$ cat src/hdl/atsl_pkg.sv
// ----------------------------------------------------------------------------
// atsl_pkg
// Shared types and constants for the address to symbol lookup block.
// ----------------------------------------------------------------------------
`default_nettype none

package atsl_pkg;

  localparam int ADDR_W = 64;
  localparam int OFF_W  = 32;
  localparam int IDX_W  = 16;
  localparam int CNT_W  = 17;
  localparam int REG_W  = 2;

  localparam int DEFAULT_MAX_SYMBOLS = 65536;

  // item kinds
  localparam logic KIND_LOAD   = 1'b0;
  localparam logic KIND_LOOKUP = 1'b1;

  // configuration register indexes
  localparam logic [REG_W-1:0] REG_RELATIVE_BASE = 2'd0;
  localparam logic [REG_W-1:0] REG_REGION_START  = 2'd1;
  localparam logic [REG_W-1:0] REG_REGION_END    = 2'd2;
  localparam logic [REG_W-1:0] REG_SYMBOL_COUNT  = 2'd3;

  typedef struct packed {
    logic [ADDR_W-1:0] relative_base;
    logic [ADDR_W-1:0] region_start;
    logic [ADDR_W-1:0] region_end;
    logic [CNT_W-1:0]  symbol_count;
  } cfg_t;

endpackage

`default_nettype wire

$ cat src/hdl/atsl_ctrl.sv
// ----------------------------------------------------------------------------
// atsl_ctrl
// Search sequencer: bisection, step back over equal entries, forward scan,
// and the result register.
// ----------------------------------------------------------------------------
`default_nettype none

module atsl_ctrl #(
  parameter int MAX_SYMBOLS = 65536,
  parameter int AW          = $clog2(MAX_SYMBOLS)
) (
  input  logic                          clk,
  input  logic                          rst,
  input  atsl_pkg::cfg_t                cfg,
  input  logic                          in_valid,
  output logic                          in_ready,
  input  logic                          kind,
  input  logic [atsl_pkg::IDX_W-1:0]    entry_index,
  input  logic [atsl_pkg::OFF_W-1:0]    entry_offset,
  input  logic [atsl_pkg::ADDR_W-1:0]   query_address,
  output logic                          mem_we,
  output logic [AW-1:0]                 mem_waddr,
  output logic [atsl_pkg::OFF_W-1:0]    mem_wdata,
  output logic [AW-1:0]                 mem_raddr,
  input  logic [atsl_pkg::OFF_W-1:0]    mem_rdata,
  output logic                          out_valid,
  input  logic                          out_ready,
  output logic                          found,
  output logic [atsl_pkg::IDX_W-1:0]    symbol_index,
  output logic [atsl_pkg::ADDR_W-1:0]   symbol_start,
  output logic [atsl_pkg::ADDR_W-1:0]   offset_in_symbol
);

  import atsl_pkg::*;

  localparam int CW = $clog2(MAX_SYMBOLS + 1);

  typedef enum logic [3:0] {
    S_IDLE,
    S_BS_ISSUE,
    S_BS_CMP,
    S_ST_ISSUE,
    S_ST_CAP,
    S_BK_ISSUE,
    S_BK_CMP,
    S_FW_CHK,
    S_FW_CMP,
    S_DONE
  } state_t;

  state_t state;

  logic [ADDR_W-1:0] addr;
  logic [CW-1:0]     n;
  logic [CW-1:0]     lo;
  logic [CW-1:0]     hi;
  logic [CW-1:0]     mid_r;
  logic [CW-1:0]     fi;
  logic [OFF_W-1:0]  start_off;
  logic [ADDR_W-1:0] start_addr;

  logic              res_found;
  logic [IDX_W-1:0]  res_index;
  logic [ADDR_W-1:0] res_start;
  logic [ADDR_W-1:0] res_offset;

  logic              accept;
  logic [CW-1:0]     n_sat;
  logic              in_region;
  logic [CW-1:0]     mid;
  logic [ADDR_W-1:0] rd_addr;
  logic              bs_le;
  logic [CW-1:0]     lo_next;
  logic [CW-1:0]     hi_next;
  logic [CW-1:0]     lo_dec;

  assign in_ready  = (state == S_IDLE);
  assign accept    = in_valid && in_ready;

  assign n_sat     = (32'(cfg.symbol_count) > 32'(MAX_SYMBOLS)) ? CW'(MAX_SYMBOLS)
                                                                 : CW'(cfg.symbol_count);
  assign in_region = (query_address >= cfg.region_start) &&
                     (query_address < cfg.region_end);

  // table writes happen only while idle, so they never meet a pending read
  assign mem_we    = accept && (kind == KIND_LOAD) &&
                     (32'(entry_index) < 32'(MAX_SYMBOLS));
  assign mem_waddr = AW'(entry_index);
  assign mem_wdata = entry_offset;

  assign mid     = lo + ((hi - lo) >> 1);
  assign rd_addr = cfg.relative_base + ADDR_W'(mem_rdata);
  assign bs_le   = (rd_addr <= addr);
  assign lo_next = bs_le ? mid_r : lo;
  assign hi_next = bs_le ? hi : mid_r;
  assign lo_dec  = lo - CW'(1);

  always_comb begin
    case (state)
      S_BS_ISSUE: mem_raddr = AW'(mid);
      S_BK_ISSUE: mem_raddr = AW'(lo_dec);
      S_FW_CHK:   mem_raddr = AW'(fi);
      default:    mem_raddr = AW'(lo);
    endcase
  end

  always_ff @(posedge clk) begin
    if (rst) begin
      state     <= S_IDLE;
      out_valid <= 1'b0;
    end else begin
      // S_DONE handles the output register itself
      if (out_valid && out_ready && (state != S_DONE)) begin
        out_valid <= 1'b0;
      end
      case (state)
        S_IDLE: begin
          if (accept && (kind == KIND_LOOKUP)) begin
            addr       <= query_address;
            n          <= n_sat;
            lo         <= '0;
            hi         <= n_sat;
            res_found  <= 1'b0;
            res_index  <= '0;
            res_start  <= '0;
            res_offset <= '0;
            if (in_region && (n_sat >= CW'(2))) begin
              state <= S_BS_ISSUE;
            end else begin
              state <= S_DONE;
            end
          end
        end
        S_BS_ISSUE: begin
          mid_r <= mid;
          state <= S_BS_CMP;
        end
        S_BS_CMP: begin
          lo <= lo_next;
          hi <= hi_next;
          if ((hi_next - lo_next) > CW'(1)) begin
            state <= S_BS_ISSUE;
          end else begin
            state <= S_ST_ISSUE;
          end
        end
        S_ST_ISSUE: begin
          state <= S_ST_CAP;
        end
        S_ST_CAP: begin
          start_off  <= mem_rdata;
          start_addr <= rd_addr;
          if (lo != '0) begin
            state <= S_BK_ISSUE;
          end else begin
            fi    <= lo + CW'(1);
            state <= S_FW_CHK;
          end
        end
        S_BK_ISSUE: begin
          state <= S_BK_CMP;
        end
        S_BK_CMP: begin
          // equal offsets give equal addresses, so compare the raw offsets
          if (mem_rdata == start_off) begin
            lo <= lo_dec;
            if (lo_dec != '0) begin
              state <= S_BK_ISSUE;
            end else begin
              fi    <= lo;
              state <= S_FW_CHK;
            end
          end else begin
            fi    <= lo + CW'(1);
            state <= S_FW_CHK;
          end
        end
        S_FW_CHK: begin
          if (fi < n) begin
            state <= S_FW_CMP;
          end else begin
            state <= S_DONE;
          end
        end
        S_FW_CMP: begin
          if (rd_addr > start_addr) begin
            res_found  <= 1'b1;
            res_index  <= IDX_W'(lo);
            res_start  <= start_addr;
            res_offset <= addr - start_addr;
            state      <= S_DONE;
          end else begin
            fi    <= fi + CW'(1);
            state <= S_FW_CHK;
          end
        end
        S_DONE: begin
          if (!out_valid || out_ready) begin
            out_valid        <= 1'b1;
            found            <= res_found;
            symbol_index     <= res_index;
            symbol_start     <= res_start;
            offset_in_symbol <= res_offset;
            state            <= S_IDLE;
          end
        end
        default: begin
          state <= S_IDLE;
        end
      endcase
    end
  end

endmodule

`default_nettype wire

$ cat config.mk
export PLATFORM = sky130hd
export DESIGN_NAME = atsl_ctrl
export DESIGN_NICKNAME = d
export VERILOG_FILES = /design/src/hdl/atsl_pkg.sv /design/src/hdl/atsl_ctrl.sv
export SDC_FILE = /design/constraint.sdc
export NUM_CORES = 1
export LEC_CHECK = 0
export BUFFER_PORTS_ARGS = -buffer_cell sky130_fd_sc_hd__buf_4
export CORE_MARGIN = 2
export CORE_UTILIZATION = 35
export CTS_BUF_LIST = sky130_fd_sc_hd__clkbuf_4 sky130_fd_sc_hd__clkbuf_8 sky130_fd_sc_hd__clkbuf_16
export DETAILED_ROUTE_END_ITERATION = 10
export GPL_TIMING_DRIVEN = 0
export MAX_ROUTING_LAYER = met4
export PLACE_DENSITY = 0.53
export SKIP_LAST_GASP = 1
export SLEW_MARGIN = 15
export SYNTH_ARGS = -nofsm -noshare
export SYNTH_HDL_FRONTEND = slang
export SYNTH_SLANG_ARGS = --single-unit
$ cat constraint.sdc
create_clock -name clk -period 21.1 [get_ports clk]
set_clock_uncertainty 0.05 [all_clocks]
set_input_delay 4.22 -clock clk [delete_from_list [all_inputs] [get_ports clk]]
set_output_delay 4.22 -clock clk [all_outputs]
set_load 0.02 [all_outputs]
* Word-level counts from Yosys, hierarchy flattened *
Index checks and enable logic that the tools add are counted.

storage, ports and cells
  register bits after elaboration = 540
  input port bits = 358
  output and inout bits = 212
  word-level logic and storage cells = 117

operators by class
  add/sub/neg operators = 8
  magnitude comparators = 8
  eq/ne operators = 18
  multiplexer cells = 38
  bitwise operators = 2
  reduce and logical (&&, ||, !) cells = 25

operator list
  operator                                                                           number
  64-bit case mux with 2 select lines                                                2
  64-bit 2-to-1 mux                                                                  3
  17-bit 2-to-1 mux                                                                  10
  17-bit case mux with 3 select lines                                                2
  64-bit by 32-bit adder with 64-bit output                                          1
  64-bit >= comparator                                                               1
  64-bit greater-than comparator                                                     1
  64-bit <= comparator                                                               1
  64-bit < comparator                                                                1
  64-bit subtractor                                                                  1
  16-bit case mux with 3 select lines                                                1
  4-bit case mux with 10 select lines                                                1
  17-bit by 1-bit adder with 17-bit output (second input constant)                   2
  17-bit case mux with 2 select lines                                                1
  17-bit nonzero test                                                                2
  17-bit subtractor                                                                  2
  32-bit == test                                                                     1
  16-bit 2-to-1 mux                                                                  2
  16-bit case mux with 2 select lines                                                1
  4-bit 2-to-1 mux                                                                   5
  17-bit by 16-bit adder with 17-bit output                                          1
  17-bit by 2-bit >= comparator with 1-bit output (second input constant)            1
  17-bit by 1-bit greater-than comparator with 1-bit output (second input constant)  1
  17-bit greater-than comparator (second input constant)                             1
  24 further kinds                                                                   54

* Longest topological paths before layout *
Gate-level depths: netlist of the first run.

  depth after elaboration = 7
  gate-level depth with buffers = 40

* Least setup slack after synthesis of the first run *
OpenSTA, ideal clock, no wires.

  path type = input-to-reg
  start point = input cfg[145] (netlist bit)
  end point = register res_found (enable)
  data arrival time = 17875 ps
  data required time = 20223 ps
  slack = 2348 ps
  cell stages on the path = 24
  path buffers = 1
  cells stage by stage = ha_1 inv_1 fa_1 nor2b_1 o21ai_1 a2111o_1 nand3_1 o41a_1 a31oi_1 o31a_1 o21ai_2 and3b_1 buf_2 nand2_1 xnor2_1 ha_1 nand4_1 nor4_1 nand3_1 a21oi_1 o31ai_1 nand2_1 a21oi_1 nor3_1

on the way
  longest elaborated chain between the ends = 4

RTL lines
  element                                    line              RTL
  from (decl)                                atsl_ctrl.sv:14   input atsl_pkg::cfg_t cfg,
  64-bit by 32-bit adder with 64-bit output  atsl_ctrl.sv:92   assign rd_addr = cfg.relative_base + ADDR_W'(mem_rdata);
  net rd_addr[62]                            atsl_ctrl.sv:71   logic [ADDR_W-1:0] rd_addr;
  64-bit greater-than comparator             atsl_ctrl.sv:186  if (rd_addr > start_addr) begin
  2-bit inequality test (no line)            --
  4-bit AND reduction (no line)              --
  to (signal assigned)                       atsl_ctrl.sv:123  res_found <= 1'b0;
  to (signal assigned)                       atsl_ctrl.sv:187  res_found <= 1'b1;
  to (decl)                                  atsl_ctrl.sv:62   logic res_found;

The timed path passes the listed nets, and every way through them passes these cells.
A chain may end at the register's enable or synchronous reset.

* Worst setup path in the final report of the first run *
  start point = input mem_rdata[0] (netlist bit)
  end point = register state[1]

on the way
  longest elaborated chain between the ends = 7
  elaborated cells between the ends (all ways) = 12

RTL lines
  element                                                    line                              RTL
  from (decl)                                                atsl_ctrl.sv:25                   input logic [atsl_pkg::OFF_W-1:0] mem_rdata,
  64-bit by 32-bit adder with 64-bit output (*)              atsl_ctrl.sv:92
  net rd_addr[58]                                            atsl_ctrl.sv:71
  64-bit <= comparator                                       atsl_ctrl.sv:93                   assign bs_le = (rd_addr <= addr);
  17-bit 2-to-1 mux, on equally long branches                atsl_ctrl.sv:95, atsl_ctrl.sv:94
  17-bit subtractor                                          atsl_ctrl.sv:141                  if ((hi_next - lo_next) > CW'(1)) begin
  17-bit by 1-bit greater-than comparator with 1-bit output  atsl_ctrl.sv:141
  2-bit 2-to-1 mux                                           atsl_ctrl.sv:141
  4-bit case mux with 10 select lines (*)                    atsl_ctrl.sv:116                  case (state)
  to (signal assigned)                                       atsl_ctrl.sv:142                  state <= S_BS_ISSUE;
  to (signal assigned)                                       atsl_ctrl.sv:144                  state <= S_ST_ISSUE;
  to (signal assigned)                                       atsl_ctrl.sv:148                  state <= S_ST_CAP;
  to (decl)                                                  atsl_ctrl.sv:51                   state_t state;

Mark *: on every way through the listed nets, which the timed path passes. The rest lies on a longest branch.

==> results of run 1 <==
where the power goes:
| part | internal (W) | total, W | switching, W |
|---|---|---|---|
| clock network | 0.000682 | 0.00116 | 0.000483 |
| logic | 0.000551 | 0.00150 | 0.000946 |
| registers | 0.00137 | 0.00143 | 0.0000544 |
cell usage in the layout (no fill, tap or decap), drive strengths merged, types with 9 or more instances in the layout:
cell type	count
buf	628
edfxtp	535
ha	418
inv	349
nor2	261
a21oi	251
nand2	178
o21ai	163
xnor2	161
clkbuf	148
a21o	96
nand4	86
nand3	71
nor3	61
nor2b	43
xor2	42
nand2b	39
o21bai	33
and3	33
and2	31
mux2	30
nor4	27
a211oi	27
mux2i	25
clkinv	22
o21a	21
o211ai	19
or3	16
o31ai	14
a22oi	13
a2111oi	13
or2	13
a32oi	9
worst max-delay path, delay by kind of cell:
kind                     cells  cell delay, ns
XOR/XNOR                     2            0.39
AO/OA/AOI/OAI               14            3.57
AND/OR/NAND/NOR             13            2.58
adder cells (fa/ha/maj)      5            1.62
buffers and inverters        6            1.41
multiplexers                 1            0.14
state kept, by name, summed over array words and instances (netlist names), 32 cells and up:
register and cells:
start_addr 64, offset_in_symbol 64, res_offset 64, res_start 64
addr 64, start_off 32, symbol_start 64
final cells by class:
class                      instances  area (µm²)  area share
clock inverter                    39         382     0.00884
inverter                         343        1290      0.0298
antenna                            7        17.5    0.000406
buffer                           130         698      0.0162
timing repair buffer             565        4400       0.102
clock buffer                      81        1820      0.0421
tap                             1287        1610      0.0373
multi-input combinational       2304       16800       0.389
sequential                       540       16200       0.374
kinds of logic after synthesis:
| group | count (synthesis) | share of synthesized area |
|---|---|---|
| compound gates | 737 | 0.134 |
| mux | 55 | 0.0169 |
| fa+ha+maj | 423 | 0.153 |
| xor+xnor | 203 | 0.0510 |
| simple gates | 886 | 0.125 |
| flops | 540 | 0.463 |
| buf+inv | 473 | 0.0569 |
worst max path at each step:
stage	slack (ns)	to	cells past startpoint	from
floorplan	2.35	res_found	24	cfg[145]
global placement	-6.79	res_start[24]	25	mem_rdata[0]
detailed placement	6.91	state[1]	41	mem_rdata[0]
CTS	7.52	state[1]	41	mem_rdata[0]
global route	6.87	state[1]	41	mem_rdata[0]
finish	7.54	state[1]	41	mem_rdata[0]
stage by stage:
| stage | setup WS (ns) | total power [W] | cells | cell area, µm² | util |
|---|---|---|---|---|---|
| after floorplan | 2.35 | 0.00239 | 3317 | 34900 | - |
| after global placement | -6.79 | 0.00294 | 5125 | 40400 | 0.410 |
| after detailed placement | 6.91 | 0.00293 | 5169 | 41000 | 0.416 |
| after CTS | 7.52 | 0.00410 | 5289 | 43200 | 0.438 |
| after global routing | 6.87 | 0.00431 | 5295 | 43200 | 0.438 |
| final | 7.54 | 0.00409 | 5296 | 43200 | 0.438 |
routing by layer:
metal	track usage	routed length, µm	vias up
li1	-	-	13400
met1	0.318	54400	13300
met2	0.355	53100	1002
met3	0.0440	8430	178
met4	0.0736	3720	0
met5	-	0	-
==> key figures, run 1 <==
Power and ir drop
  • Leak: 18.4 nW
  • P per Cell Area: 94.7 mW/mm²
  • VDD IR max: 0.0439 mV

Global routing
  • Total Routing Usage GR: 0.235
  • Largest net degree at the start of global routing: 28
  • Global-route wire length before repair: 173000 µm
  • Vias in the first global route: 27000
  • Grt total ovfl: 0
  • Initial antenna violation count: 8

CTS
  • Cts repair resizes: 0
  • CTS root buf: clkbuf_16
  • Post-CTS setup buffer count: 0
  • Htree depth: 3
  • # hold bufs at CTS: 0
  • Clock transition at path regs: 0.06 ns
  • Num CTS Buffers: 68
  • Max Buffers Root-to-Sink: 3
  • Worst skew pair latency: 0.61 ns
  • CTS Sinks: 540
  • CTS tree: built

STA
  • Achievable Freq: 0.0737 GHz
  • Slew Viols, Final: 0
  • Period Utilization, post-route: 0.643
  • RSZ-0062 raised after global routing: no
  • Setup TNS: 0 ns
  • # setup viols final: 0
  • Max_slew headroom: 0.0490
  • WHS: 0.353 ns
  • Worst slew pin tran: 1.41 ns
  • Final Hold Vio Count: 0
  • Minimum clock period: 13.56 ns

Drt
  • Vias per cell: 5.26
  • Drt total wl: 120000 µm
  • Initial DRC count: 2465
  • DR vias: 27900
  • Drt first pass iters: 6
  • Wire per inst: 22.6 µm
  • DRC: 0
  • Antenna viol nets, final: 0

Setup path
  • CP max stage delay: 0.46 ns
  • Arrival time at the worst endpoint: 13.96 ns
  • CP max stage cell: fa_1
  • Critical R2R Launch: addr[57]
  • CP most frequent cell: o21a_1
  • FF-to-FF End: state[1]
  • Worst Reg-to-Reg Cells: 26
  • Crit path capture type: flip-flop
  • Flop-to-flop setup slack: 14.32 ns
  • Type of the worst setup path: input port to flip-flop
  • CP required: 21.50 ns
  • Startpoint Class: input port
  • CP Max Fanout: 10

Yosys
  • Count leader, synth: edfxtp_1
  • Yosys Warn Count: 0
  • Syn avg cell area: 10.5 µm²
  • Synth Register Bits: 540
  • Biggest area consumer among synthesized cells: edfxtp_1
  • Number of synthesized flops with an enable pin: 535
  • Synth cell count leaders: edfxtp_1, ha_1, inv_1
  • Syn Std Cell Area: 0.0349 mm²
  • Mapped Cells: 3317
  • Ys async rst share: 0
  • Count of different cell masters after synthesis: 91
  • Area contributors post-synth: edfxtp_1, ha_1, xnor2_1
  • Synth top area share: 0.461
  • Ys flop type: edfxtp_1
  • Post-Syn Nets: 4098
  • Post-synthesis sequential area ratio: 0.463

Cells and area
  • Share of post-route cells with drive strength above 1: 0.204
  • NumNets Final: 4733
  • Fillers: 9553
  • Area grow syn2layout: 23.8%

Floorplan
  • Die height: 320 µm
  • CORE AREA: 0.0986 mm²
  • Row cnt: 115
  • I/O pins: 570
  • Die footprint: 0.102 mm²
  • Die Span X: 320 µm
  • Starting Density: 0.354

Worst hold path
  • Hold path cells: 0
  • HP Class: flip-flop to flip-flop
  • Hold_sp: res_index[3]
  • Hold path endpoint: symbol_index[3]

Placed design
  • GPL Wtd Cong: 0.919
  • Post-DP HPWL: 98100 µm
  • IO Port Bufs: 521

Flow run
  • Maxcap violations: 0

Status
  • Status: finished clean
Power figures use the tool's default switching activity.
==> inputs of run 2 (changes only) <==
- PLACE_DENSITY: 0.53 -> 0.55
- clock period: 21.1 -> 11.5 ns (I/O delays scaled with it)
==> run 2 against run 1 <==
Net effect:
- setup slack got worse by 7.0 ns
- first-iteration DRC count is 11% lower
- design area up 0.20%
- combinational power grew 84%
- utilization is 0.086 points higher
- cell count shrank 0.23%
- clock power is 77% higher
- largest power group unchanged
==> key figures, run 2 (same netlist as run 1, synthesis figures left out) <==
STA
  • Worst slew pin tran: 1.14 ns (-0.263 ns)
  • RSZ-0062 raised after global routing: no
  • Max_slew headroom: 0.238 (+0.189)
  • Final Hold Vio Count: 0 (unchanged)
  • # setup viols final: 0 (unchanged)
  • Period Utilization, post-route: 0.950
  • Setup TNS: 0 ns (unchanged)
  • Slew Viols, Final: 0 (unchanged)
  • Achievable Freq: 0.0915 GHz
  • Minimum clock period: 10.93 ns

Placed design
  • DP Cell Count: 5162 (-0.14%)
  • Post-DP HPWL: 96800 µm (-1.4%)
  • IO Port Bufs: 521 (unchanged)
  • GPL Wtd Cong: 0.936 (+1.8%)
  • Dpl cell area: 0.0411 mm² (+0.41%)

Cells and area
  • Sequential Area: 0.0162 mm² (unchanged)
  • Share of post-route cells with drive strength above 1: 0.202 (-0.00214)
  • Most frequent cells in the layout: buf_4, edfxtp_1, ha_1
  • Post-route design area: 0.0433 mm² (+0.20%)
  • Post-layout instance count excluding filler cells: 5284 (-0.23%)
  • Multi-input logic area: 0.0169 mm² (+0.29%)
  • Fillers: 9367 (-1.9%)
  • Area grow syn2layout: 24.0%
  • NumNets Final: 4719 (-0.30%)
  • Commonest non-fill, non-tap cell in the layout: buf_4

CTS
  • CTS tree: built
  • Htree depth: 2 (-1)
  • Clock transition at path regs: 0.06 ns (about the same)
  • CTS Sinks: 540 (unchanged)
  • Worst skew pair latency: 0.66 ns (+0.05 ns)
  • CTS root buf: clkbuf_16
  • Max Buffers Root-to-Sink: 3 (unchanged)
  • Num CTS Buffers: 61 (-10%)

Setup path
  • CP required: 11.94 ns (-9.56 ns)
  • CP max stage cell: o31a_1
  • CP max stage delay: 0.44 ns (-0.02 ns)
  • Worst setup path startpoint: mem_rdata[0]
  • Critical R2R Launch: addr[9]
  • Startpoint Class: input port
  • Crit path capture type: flip-flop
  • Arrival time at the worst endpoint: 11.37 ns (-2.59 ns)
  • Type of the worst setup path: input port to flip-flop
  • CP most frequent cell: o21a_1
  • CP Max Fanout: 10 (unchanged)

Drt
  • Drt first pass iters: 6 (unchanged)
  • Antenna viol nets, final: 0 (unchanged)
  • Wire per inst: 22.2 µm (-1.7%)
  • DRC: 0 (unchanged)
  • DR vias: 27400 (-1.5%)
  • Initial DRC count: 2190 (-11%)
  • Vias per cell: 5.19 (-1.3%)
  • Drt total wl: 117000 µm (-2.0%)

Floorplan
  • Die Span X: 320 µm (unchanged)
  • Starting Density: 0.354 (unchanged)
  • Die footprint: 0.102 mm² (unchanged)
  • I/O pins: 570 (unchanged)
  • Row cnt: 115 (unchanged)
  • CORE AREA: 0.0986 mm² (unchanged)
  • Die height: 320 µm (unchanged)

Power and ir drop
  • VDD IR max: 0.128 mV (+190%)
  • Switching Power: 0.00272 W (+83%)
  • Clock group share of total power: 0.276 (-0.009)
  • Combinational group share of total power: 0.372 (+0.006)
  • Cell-internal power: 0.00471 W (+81%)
  • P per Cell Area: 172 mW/mm² (+81%)
  • Switching part of the total: 0.366 (+0.00302)
  • Sequential power share: 0.352 (+0.003)
  • Leak: 18.3 nW (-0.22%)

Global routing
  • Global-route wire length before repair: 170000 µm (-1.9%)
  • Initial antenna violation count: 10 (+2)
  • Grt total ovfl: 0 (unchanged)
  • Vias in the first global route: 26300 (-2.7%)
  • Total Routing Usage GR: 0.229 (-0.00544)
  • Largest net degree at the start of global routing: 24 (-14%)

Worst hold path
  • HP Class: flip-flop to flip-flop
  • Hold_sp: res_offset[16]

Flow run
  • Maxcap violations: 0 (unchanged)

Status
  • Status: finished clean
-- run 2: cell types whose count changed in the layout (fill, tap and decap cells not counted), sizes merged --
| cell | change |
|---|---|
| clkinvlp | +4 |
| bufinv | +3 |
| inv | +1 |
| clkinv | +4 |
| clkbuf | -16 |
| buf | -8 |
-- run 2: worst paths after layout --
check	to	slack [ns]	cells after the start
setup / recovery	state[1]	0.57	40
hold / removal	offset_in_symbol[16]	0.36	0
setup reg to reg	state[1]	5.12	25
hold reg to reg	offset_in_symbol[16]	0.36	0
-- run 2: per-layer routing --
metal,wire length (µm),track usage,share of wire,up-vias
li1,-,-,-,13300
met1,52700,0.307,0.45,13100
met2,54100,0.364,0.46,901
met3,7640,0.0370,0.065,137
met4,2780,0.0552,0.024,0
met5,0,-,0,-
-- run 2: per-stage QoR --
stage	util	hold slack (ns)	setup WS (ns)	power [W]
3_3_place_gp	0.410	0.350	-3.51	0.00534
6_report	0.439	0.358	0.574	0.00743
5_1_grt	0.439	0.368	0.0479	0.00782
4_1_cts	0.438	0.360	0.0751	0.00746
2_1_floorplan	-	0.350	1.36	0.00436
3_5_place_dp	0.417	0.355	-0.812	0.00540
-- run 2: worst max-delay path, delay by kind of cell --
family | cells | cell delay (ns)
xor+xnor | 2 | 0.36
compound gates | 14 | 3.30
fa+ha+maj | 5 | 1.53
buf+inv | 5 | 0.94
mux | 1 | 0.38
simple gates | 13 | 2.51
-- run 2: power by group through the flow --
stage	registers (W)	logic (W)	clock network, W
global placement	0.00270	0.00264	0
global route	0.00263	0.00303	0.00216
detailed placement	0.00265	0.00274	0
CTS	0.00261	0.00276	0.00209
floorplan	0.00266	0.00170	0
finish	0.00261	0.00276	0.00205
-- run 2: what timing repair did --
| action | CTS | global route |
|---|---|---|
| buffers inserted | 0 | 1 |
| hold buffers | 0 | 0 |
| gates resized for setup | 4 | 8 |
| hold endpoints to repair | 0 | 0 |
| endpoints found under the setup margin | 1 | 1 |
-- run 2: area by class of cell --
cell class,instances,area share
plain buffers,129,0.0161
clock inverters,51,0.0118
clock buffers,64,0.0358
inverters,343,0.0298
well taps,1287,0.0372
multi-input cells,2304,0.390
diodes,7,0.000405
repair buffers,559,0.106
flip-flops and latches,540,0.374
